==> config.mk <==
export PLATFORM = sky130hd
export DESIGN_NAME = hkvt_mod
export DESIGN_NICKNAME = d
export VERILOG_FILES = /design/src/rtl/hkvt_pkg.sv /design/src/rtl/hkvt_mod.sv
export SDC_FILE = /design/constraint.sdc
export NUM_CORES = 1
export LEC_CHECK = 0
export BUFFER_PORTS_ARGS = -buffer_cell sky130_fd_sc_hd__buf_4
export CAP_MARGIN = 20
export CORE_MARGIN = 3
export CORE_UTILIZATION = 45
export CTS_CLUSTER_SIZE = 25
export DETAILED_ROUTE_END_ITERATION = 12
export HOLD_SLACK_MARGIN = 0.02
export MAX_ROUTING_LAYER = met4
export PLACE_DENSITY_LB_ADDON = 0.15
export SLEW_MARGIN = 15
export SYNTH_ARGS = -nofsm -noshare
export SYNTH_HDL_FRONTEND = slang
export SYNTH_SLANG_ARGS = --single-unit
==> constraint.sdc <==
create_clock -name clk -period 7.3 [get_ports clk]
set_input_delay 0 -clock clk [delete_from_list [all_inputs] [get_ports clk]]
set_output_delay 0 -clock clk [all_outputs]
set_load 0.01 [all_outputs]
==> src/rtl/hkvt_pkg.sv <==
// Shared constants, codes and field widths of the hashed key-value table.
package hkvt_pkg;

  // Default values of the top-level parameters.
  localparam int MAX_BUCKETS_DEF  = 32;
  localparam int BUCKET_DEPTH_DEF = 4;
  localparam int KEY_WIDTH_DEF    = 32;
  localparam int VALUE_WIDTH_DEF  = 32;

  // Fixed widths of the request and response fields.
  localparam int FIELD_W  = 32;
  localparam int OP_W     = 2;
  localparam int STATUS_W = 3;
  localparam int CFG_W    = 6;

  // Bucket count after reset.
  localparam int RESET_BUCKETS = 19;

  // The modulo unit retires this many dividend bits per cycle.
  localparam int STEP_BITS = 4;
  localparam int DIV_STEPS = FIELD_W / STEP_BITS;
  localparam int DIV_CNT_W = $clog2(DIV_STEPS + 1);

  // Register port.
  localparam int APB_DATA_W = 32;
  localparam int APB_ADDR_W = 3;
  localparam int REG_BUCKET_COUNT = 0;

  typedef logic [OP_W-1:0]     op_t;
  typedef logic [STATUS_W-1:0] status_t;

  localparam op_t OP_LOOKUP = 2'd0;
  localparam op_t OP_ADD    = 2'd1;
  localparam op_t OP_REMOVE = 2'd2;

  localparam status_t STAT_HIT         = 3'd0;
  localparam status_t STAT_MISS        = 3'd1;
  localparam status_t STAT_INSERTED    = 3'd2;
  localparam status_t STAT_UPDATED     = 3'd3;
  localparam status_t STAT_REMOVED     = 3'd4;
  localparam status_t STAT_REMOVE_MISS = 3'd5;
  localparam status_t STAT_FULL        = 3'd6;

endpackage

==> src/rtl/hkvt_mod.sv <==
// Iterative modulo unit: key modulo bucket count, a few quotient bits per cycle.
module hkvt_mod #(
  parameter int MAX_BUCKETS = hkvt_pkg::MAX_BUCKETS_DEF
) (
  input  logic                                      clk,
  input  logic                                      rst,
  input  logic                                      start,
  input  logic [hkvt_pkg::FIELD_W-1:0]              dividend,
  input  logic [$clog2(MAX_BUCKETS+1)-1:0]          divisor,
  output logic                                      busy,
  output logic                                      done,
  output logic [((MAX_BUCKETS > 1) ? $clog2(MAX_BUCKETS) : 1)-1:0] remainder
);

  localparam int NW = $clog2(MAX_BUCKETS + 1);
  localparam int RW = NW + 1;
  localparam int BW = (MAX_BUCKETS > 1) ? $clog2(MAX_BUCKETS) : 1;
  localparam int FW = hkvt_pkg::FIELD_W;

  logic [FW-1:0]                  quo;
  logic [RW-1:0]                  rem;
  logic [hkvt_pkg::DIV_CNT_W-1:0] cnt;
  logic [FW-1:0]                  quo_next;
  logic [RW-1:0]                  rem_next;

  // Restoring division, STEP_BITS dependent subtract-compare steps per cycle.
  always_comb begin
    logic [RW-1:0] r;
    logic [FW-1:0] q;
    r = rem;
    q = quo;
    for (int j = 0; j < hkvt_pkg::STEP_BITS; j++) begin
      r = {r[RW-2:0], q[FW-1]};
      q = {q[FW-2:0], 1'b0};
      if (r >= RW'(divisor)) begin
        r = r - RW'(divisor);
      end
    end
    quo_next = q;
    rem_next = r;
  end

  always_ff @(posedge clk) begin
    if (rst) begin
      busy <= 1'b0;
      done <= 1'b0;
      cnt  <= '0;
    end else begin
      done <= 1'b0;
      if (start) begin
        busy <= 1'b1;
        cnt  <= hkvt_pkg::DIV_CNT_W'(hkvt_pkg::DIV_STEPS);
      end else if (busy) begin
        cnt <= cnt - 1'b1;
        if (cnt == hkvt_pkg::DIV_CNT_W'(1)) begin
          busy <= 1'b0;
          done <= 1'b1;
        end
      end
    end
  end

  always_ff @(posedge clk) begin
    if (start) begin
      quo <= dividend;
      rem <= '0;
    end else if (busy) begin
      quo <= quo_next;
      rem <= rem_next;
    end
  end

  assign remainder = rem[BW-1:0];

endmodule

==> flow_summary.ini, run 1 <==
[setup_path]
cp_common_cell = ha_1
crit_fanout = 8
crit_required_ps = 7500
worstSetupPathType = flop to flop
startpoint_type = flop
cp.arrival_ps = 7040
critPathMaxStageDelay_ps = 390
end_kind = flop
cp_slowest_cell = ha_2

[place]
hpwl_mm = 4.91
place_congestion = 0.867
io_buffers = 47

[yosys]
synth.ff_latch_count = 44
synth_area_per_cell_sq_um = 10.6
async_flop_share_pct = 0
synth_enable_flop_cells = 32
ys_seq_area_share_pct = 37.8
syn_nets = 371
synthCells = 300
synth_flop_cell = edfxtp_1
yosysWarnings = 0
synth_cell_type_count = 49
syn_area_sq_mm = 0.00318

[sta]
max-slew-margin-rel_pct = 49.4
setup-violations-final = 0
finalCriticalPeriod_ps = 6840
drv_slew = 0
holdWs_ps = 28.8
rsz0062_at_grt = no
tightest_slew_ps = 758
fmax_ghz = 0.146
min_period_over_period_pct = 93.7
hold_violations = 0
skew_ps = 8.23
tns_ps = 0

[hold_path]
hold_class = primary input to flop

[global_route]
antenna_found_initial = 0
grt_max_degree = 48
grt_pass1_wl_mm = 11.2
gr-total-overflow = 0
grt_pass1_vias = 2382
grt.total_usage_pct = 17.6

[detailed_routing]
routedWlPerCell_microns = 14.4
viasPerCell = 5.09
drtIter0Drc = 75
first_pass_iters = 4
antenna_left = 0
wirelength_mm = 6.85
drc = 0
dr_total_vias = 2430

[final_layout]
nets = 451
final_layout_size_suffix_gt1_share_pct = 28.3
syn_to_final_growth_pct = 28.6
n_fill_cell = 570
diodes = 0
final_core_util_pct = 59.9

[floorplan]
fp.dieH_microns = 90.1
placementRows = 30
dieWidth_microns = 90.1
core-area_sq_mm = 0.00683
pin_count = 48
start_util_pct = 46.6
die_area_sq_mm = 0.00811

[run_status]
outcome = finished clean

[clock_network]
cts_buffers = 5
htreeDepth = 2
cts_tree = yes
clk_latency_ps = 300
cts_root_buf = clkbuf_8
clkSlewWorstSetupHoldPaths_ps = 80
cts_sinks = 44
clockBufferDepth = 2

[job]
cap_violations = 0
## area by class of cell
type,instances,area [sq um],share of cell area [%]
Clock inverter,3,46.3,1.13
Tap cell,96,120,2.94
Clock buffer,5,68.8,1.68
Inverter,26,97.6,2.39
Timing Repair Buffer,86,726,17.7
Multi-Input combinational cell,217,1830,44.7
Sequential cell,44,1200,29.4
## critical path: cells and delay by family, from the launching register on
family,cells,cell delay [ps]
buffers and inverters,1,160
AND/OR/NAND/NOR,5,760
multiplexers,3,890
AO/OA/AOI/OAI,18,3220
adder cells (fa/ha/maj),4,1350
flip-flops,1,360
## path summary, 6_finish.rpt
path / from / endpoint / slack [ps] / cells after the start
hold / removal: dividend[31] / quo[31] / 30 / 2
setup reg to reg: rem[1] / rem[0] / 460 / 31
setup / recovery: rem[1] / rem[0] / 460 / 31
hold reg to reg: cnt[1] / cnt[1] / 500 / 2
## flip-flops by register name, indices dropped and copies added (netlist names)
signal  flops
rem         6
busy        1
quo        32
cnt         4
done        1
## cells in the mapped netlist (all sizes together) (2+ instances only)
cell type	count	share of area [%]
mux2	34	12
edfxtp	32	30
ha	26	10
inv	26	3.1
a21oi	19	3.1
nor2	19	2.2
nand2	17	2.1
dfxtp	12	7.6
mux2i	11	3.5
buf	10	1.9
o21ai	10	1.6
xnor2	10	2.8
nand3	7	1.1
nand2b	6	1.2
a211oi	5	1.2
a21o	5	1.2
and2	5	0.98
xor2	5	1.4
fa	4	2.5
nor3	4	0.63
clkbuf	3	0.35
o211ai	3	1.1
o21a	3	0.94
or3	3	0.75
a41o	2	0.63
nor2b	2	0.39
nor4b	2	0.55
## per-layer routing
metal | global-route usage [%] | routed length, microns | vias up
met3 | 4.35 | 309 | 8
met2 | 28.1 | 3390 | 49
met4 | 3.44 | 72 | 0
met1 | 23.0 | 3080 | 1134
li1 | - | - | 1239
met5 | - | 0 | -
## placed cells by master, fill, tap and decap left out, types with 4 or more instances in the layout
cell type	count
a211oi_1	5
a21o_1	5
a21oi_1	17
and2_1	5
buf_4	54
clkbuf_8	5
dfxtp_1	12
dlygate4sd3_1	32
edfxtp_1	32
fa_1	4
ha_1	25
inv_1	26
mux2_2	34
mux2i_1	10
nand2_1	16
nand2b_1	6
nand3_1	7
nor2_1	19
nor3_1	4
o21ai_0	8
xnor2_1	10
xor2_1	5
## what timing repair did
action | CTS | global route
setup endpoints to repair | 0 | 6
endpoints found under the hold margin | 37 | 0
setup buffers | 0 | 1
hold buffers | 32 | 0
resized for setup | 0 | 6
## kinds of logic (layout without fill, tap and decap cells)
kind of cell	Yosys count	after routing	synth area share, %
AO/OA/AOI/OAI	57	57	13.6
XOR/XNOR	15	15	4.13
adder cells (fa/ha/maj)	30	30	12.7
buffers and inverters	39	120	5.31
flip-flops	44	44	37.8
multiplexers	45	45	15.5
AND/OR/NAND/NOR	70	70	11.0
## per-stage QoR
step,worst slack (ps),instances,instance area (sq um)
detailed placement,252,436,3630
global route,23.2,477,4090
CTS,225,476,4060
global placement,384,436,3630
finish,457,477,4090
floorplan,287,300,3180
Power of run 1 is not shown: default switching activity piles up to over one toggle a cycle in this logic, so the estimate is an artifact.
==> run 2, diff against run 1 <==
- CAP_MARGIN: 20 -> unset
- CTS_CLUSTER_SIZE: 25 -> 20
- RECOVER_POWER: unset -> 100
==> run 2 against run 1 <==
  * Critical path depth unchanged
  * Utilization decreased by 0.38 points
  * Register-to-register slack about the same
  * The flow now finishes with violations (max-capacitance violations, max-slew violations)
  * Highest routed layer unchanged
  * Count of clock-buffer cells in the layout unchanged
  * Largest cell class unchanged
  * Hold slack improved by 0.72 ps
==> flow_summary.ini, run 2 (synthesized netlist as in run 1, its figures left out) <==
[sta]
drv_slew = 33
tightest_slew_ps = 2130
hold_violations = 0
min_period_over_period_pct = 93.7
tns_ps = 0
rsz0062_at_grt = no
setup-violations-final = 0
max-slew-margin-rel_pct = -42.3
fmax_ghz = 0.146
finalCriticalPeriod_ps = 6840
skew_ps = 8.91

[clock_network]
cts_tree = yes
htreeDepth = 2
cts_buffers = 5
clk_latency_ps = 300
cts_sinks = 44
clockBufferDepth = 2
cts_root_buf = clkbuf_8
clkSlewWorstSetupHoldPaths_ps = 80

[hold_path]
min_to = quo[31]
hold_class = primary input to flop
hold_start = dividend[31]
hold-path-cell-count = 2

[detailed_routing]
viasPerCell = 5.07
dr_total_vias = 2420
drtIter0Drc = 83
wirelength_mm = 6.87
drc = 0
antenna_left = 0
first_pass_iters = 4
routedWlPerCell_microns = 14.4

[setup_path]
worstSetupPathType = flop to flop
crit_fanout = 8
cp_slowest_cell = ha_2
crit_start = rem[1]
timing.rr.start = rem[1]
startpoint_type = flop
crit_required_ps = 7490
critPathMaxStageDelay_ps = 400
cp.arrival_ps = 7030
ff2ff_setup_slack_ps = 460
worst_r2r_path_depth = 31
r2r_end = rem[0]
end_kind = flop
cp_common_cell = ha_1

[final_layout]
largest_reg_flops = 32
diodes = 0
final_layout_size_suffix_gt1_share_pct = 26.0
largest-register = quo
reg_top3 = quo (32), rem (6), cnt (4)
layout_commonest_cell = buf_4
syn_to_final_growth_pct = 27.7
nets = 451
mostFrequentLayoutCells = buf_4 (43), mux2_2 (33), dlygate4sd3_1 (32), edfxtp_1 (32), inv_1 (26)

[global_route]
grt_max_degree = 48
gr-total-overflow = 0
grt_pass1_vias = 2382
grt_pass1_wl_mm = 11.2
grt.total_usage_pct = 17.6
antenna_found_initial = 0

[job]
cap_violations = 1

[floorplan]
fp.dieH_microns = 90.1
die_area_sq_mm = 0.00811
pin_count = 48
dieWidth_microns = 90.1
core-area_sq_mm = 0.00683
start_util_pct = 46.6
placementRows = 30

[place]
place_congestion = 0.867
io_buffers = 47
hpwl_mm = 4.91

[run_status]
outcome = finished with violations
violations = max-capacitance violations, max-slew violations
## run 2: cell type report
class                   instances  area, sq um
clock inverters                 3         46.3
fillers                       581         2770
well taps                      96          120
flip-flops and latches         44         1200
multi-input cells             217         1830
clock buffers                   5         68.8
inverters                      26         97.6
repair buffers                 86          699
## run 2: per-stage QoR
stage	hold slack, ps	std cells	area [sq um]	setup slack [ps]	util (%)
after floorplan	72.4	300	3180	287	-
after global placement	212	436	3630	384	53.1
after detailed placement	220	436	3630	252	53.1
after CTS	27.8	476	4060	225	59.5
after global routing	22.8	477	4060	23.3	59.5
final	29.5	477	4060	461	59.5
## run 2: critical path: cells and delay by family, from the launching register on
family / cells / cell delay, ps
multiplexers: 3 / 880
AND/OR/NAND/NOR: 5 / 760
buffers and inverters: 1 / 160
AO/OA/AOI/OAI: 18 / 3220
flip-flops: 1 / 360
adder cells (fa/ha/maj): 4 / 1370
## run 2: worst max-delay path by stage
stage / slack [ps] / depth (start not counted) / to
floorplan: 290 / 31 / rem[0]
global placement: 380 / 31 / rem[0]
CTS: 230 / 31 / rem[0]
finish: 460 / 31 / rem[0]
detailed placement: 250 / 31 / rem[0]
global route: 20 / 31 / rem[0]
## run 2: routing by layer
layer  global-route usage (%)  up-vias  routed length [microns]
met5                        -        -                        0
met4                     3.44        0                       72
met3                     4.35        8                      291
met2                     28.1       44                     3390
met1                     23.0     1131                     3110
li1                         -     1237                        -
## run 2: timing repair
| action | 4_1_cts | 5_1_grt |
|---|---|---|
| endpoints found under the hold margin | 37 | 0 |
| buffers inserted | 0 | 1 |
| resized for setup | 0 | 6 |
| hold buffers | 32 | 0 |
| setup endpoints to repair | 0 | 6 |
Power of run 2 is left out for the same reason.
==> run 3, diff against run 2 <==
- CORE_ASPECT_RATIO: unset -> 0.9
- CORE_MARGIN: 3 -> unset
- CORE_UTILIZATION: 45 -> 50
==> run 3 against run 2 <==
  * The run still ends with max-capacitance violations, max-slew violations left
  * Via count is 3.6% higher
  * Hold slack got worse by 2.5 ps
  * Routed wire length grew 4.6%
  * Non-clock buffer count decreased by 5
  * Count of clock-buffer cells in the layout unchanged
  * Setup slack lost 7.0 ps
  * Critical path depth shrank 1
  * Highest routed layer unchanged
==> flow_summary.ini, run 3 (synthesized netlist as in run 1, its figures left out) <==
[floorplan]
fp.dieH_microns = 77.7
dieWidth_microns = 86.1
start_util_pct = 52.0
die_area_sq_mm = 0.00668
pin_count = 48
core-area_sq_mm = 0.00611
placementRows = 27

[sta]
finalCriticalPeriod_ps = 6850
fmax_ghz = 0.146
tns_ps = 0
rsz0062_at_grt = no
max-slew-margin-rel_pct = -49.5
hold_violations = 0
drv_slew = 33
tightest_slew_ps = 2240
min_period_over_period_pct = 93.8
skew_ps = 6.19
setup-violations-final = 0

[clock_network]
clk_latency_ps = 300
htreeDepth = 2
cts_tree = yes
cts_sinks = 44
cts_root_buf = clkbuf_8
clockBufferDepth = 2
cts_setup_buffers = 0
clkSlewWorstSetupHoldPaths_ps = 90
cts_buffers = 5

[setup_path]
worstSetupPathType = flop to flop
cp.arrival_ps = 7040
cp_slowest_cell = mux2_2
crit_fanout = 7
end_kind = flop
crit_required_ps = 7500
startpoint_type = flop
worst_r2r_path_depth = 30
critPathMaxStageDelay_ps = 390

[place]
hpwl_mm = 4.92
place_inst = 426
io_buffers = 47
place_congestion = 0.923

[global_route]
grt_pass1_wl_mm = 11.9
grt_use_met2_pct = 38.6
grt.total_usage_pct = 23.6
grt_max_degree = 48
gr-total-overflow = 0
grt_pass1_vias = 2552
use_met1_pct = 29.9
antenna_found_initial = 0
use_met3_pct = 4.68
top_usage_layer = met2

[final_layout]
fin_cells = 464
reg_top3 = quo (32), rem (6), cnt (4)
nets = 447
layout_commonest_cell = buf_4
syn_to_final_growth_pct = 27.3
diodes = 0
mostFrequentLayoutCells = buf_4 (42), mux2_2 (33), edfxtp_1 (32)
final_layout_size_suffix_gt1_share_pct = 27.1
largest_reg_flops = 32
largest-register = quo

[run_status]
violations = max-capacitance violations, max-slew violations
outcome = finished with violations

[detailed_routing]
dr_total_vias = 2506
antenna_left = 0
drtIter0Drc = 109
routedWlPerCell_microns = 15.5
viasPerCell = 5.40
drc = 0
first_pass_iters = 4
wirelength_mm = 7.18

[hold_path]
hold_class = primary input to flop
hold-path-cell-count = 2

[job]
cap_violations = 1
## run 3: routing by layer
metal / vias to the layer above / part of all wire, %
met5: - / 0
met4: 0 / 2.0
met3: 15 / 5.1
met2: 69 / 47
met1: 1191 / 46
li1: 1231 / -
## run 3: final cells by class
| cell class | instances | area [sq um] |
|---|---|---|
| tap | 87 | 109 |
| clock inverter | 3 | 21.3 |
| multi-input combinational | 218 | 1900 |
| fill | 491 | 2060 |
| sequential | 44 | 1200 |
| timing repair buffer | 81 | 654 |
| clock buffer | 5 | 68.8 |
| inverter | 26 | 97.6 |
## run 3: path summary, 6_finish.rpt
check,from,to,slack (ps)
worst max-delay path,rem[1],rem[0],450
worst max register to register,rem[1],rem[0],450
worst min register to register,rem[5],rem[5],520
worst min-delay path,dividend[24],quo[24],30
## run 3: critical path: cells and delay by family, from the launching register on
kind            cells  cell delay [ps]
mux                 3              910
compound gates     18             3320
simple gates        5              860
flops               1              370
fa+ha+maj           4             1290
## run 3: repair_timing
action | 4_1_cts | 5_1_grt
gates cloned | 0 | 1
endpoints found under the hold margin | 32 | 2
setup endpoints to repair | 5 | 6
pin swaps | 0 | 1
resized for setup | 1 | 12
hold buffers | 27 | 2
## run 3: metrics by stage
step | utilization [%] | instance area, sq um | hold WS, ps | setup WS [ps]
floorplan | - | 3180 | 72.4 | 287
global placement | 59.0 | 3610 | 215 | 161
detailed placement | 59.0 | 3610 | 214 | -78.5
CTS | 65.0 | 3970 | 21.7 | 3.36
global route | 66.2 | 4050 | 21.4 | 12.7
finish | 66.2 | 4050 | 27.0 | 454
Power of run 3 is left out for the same reason.
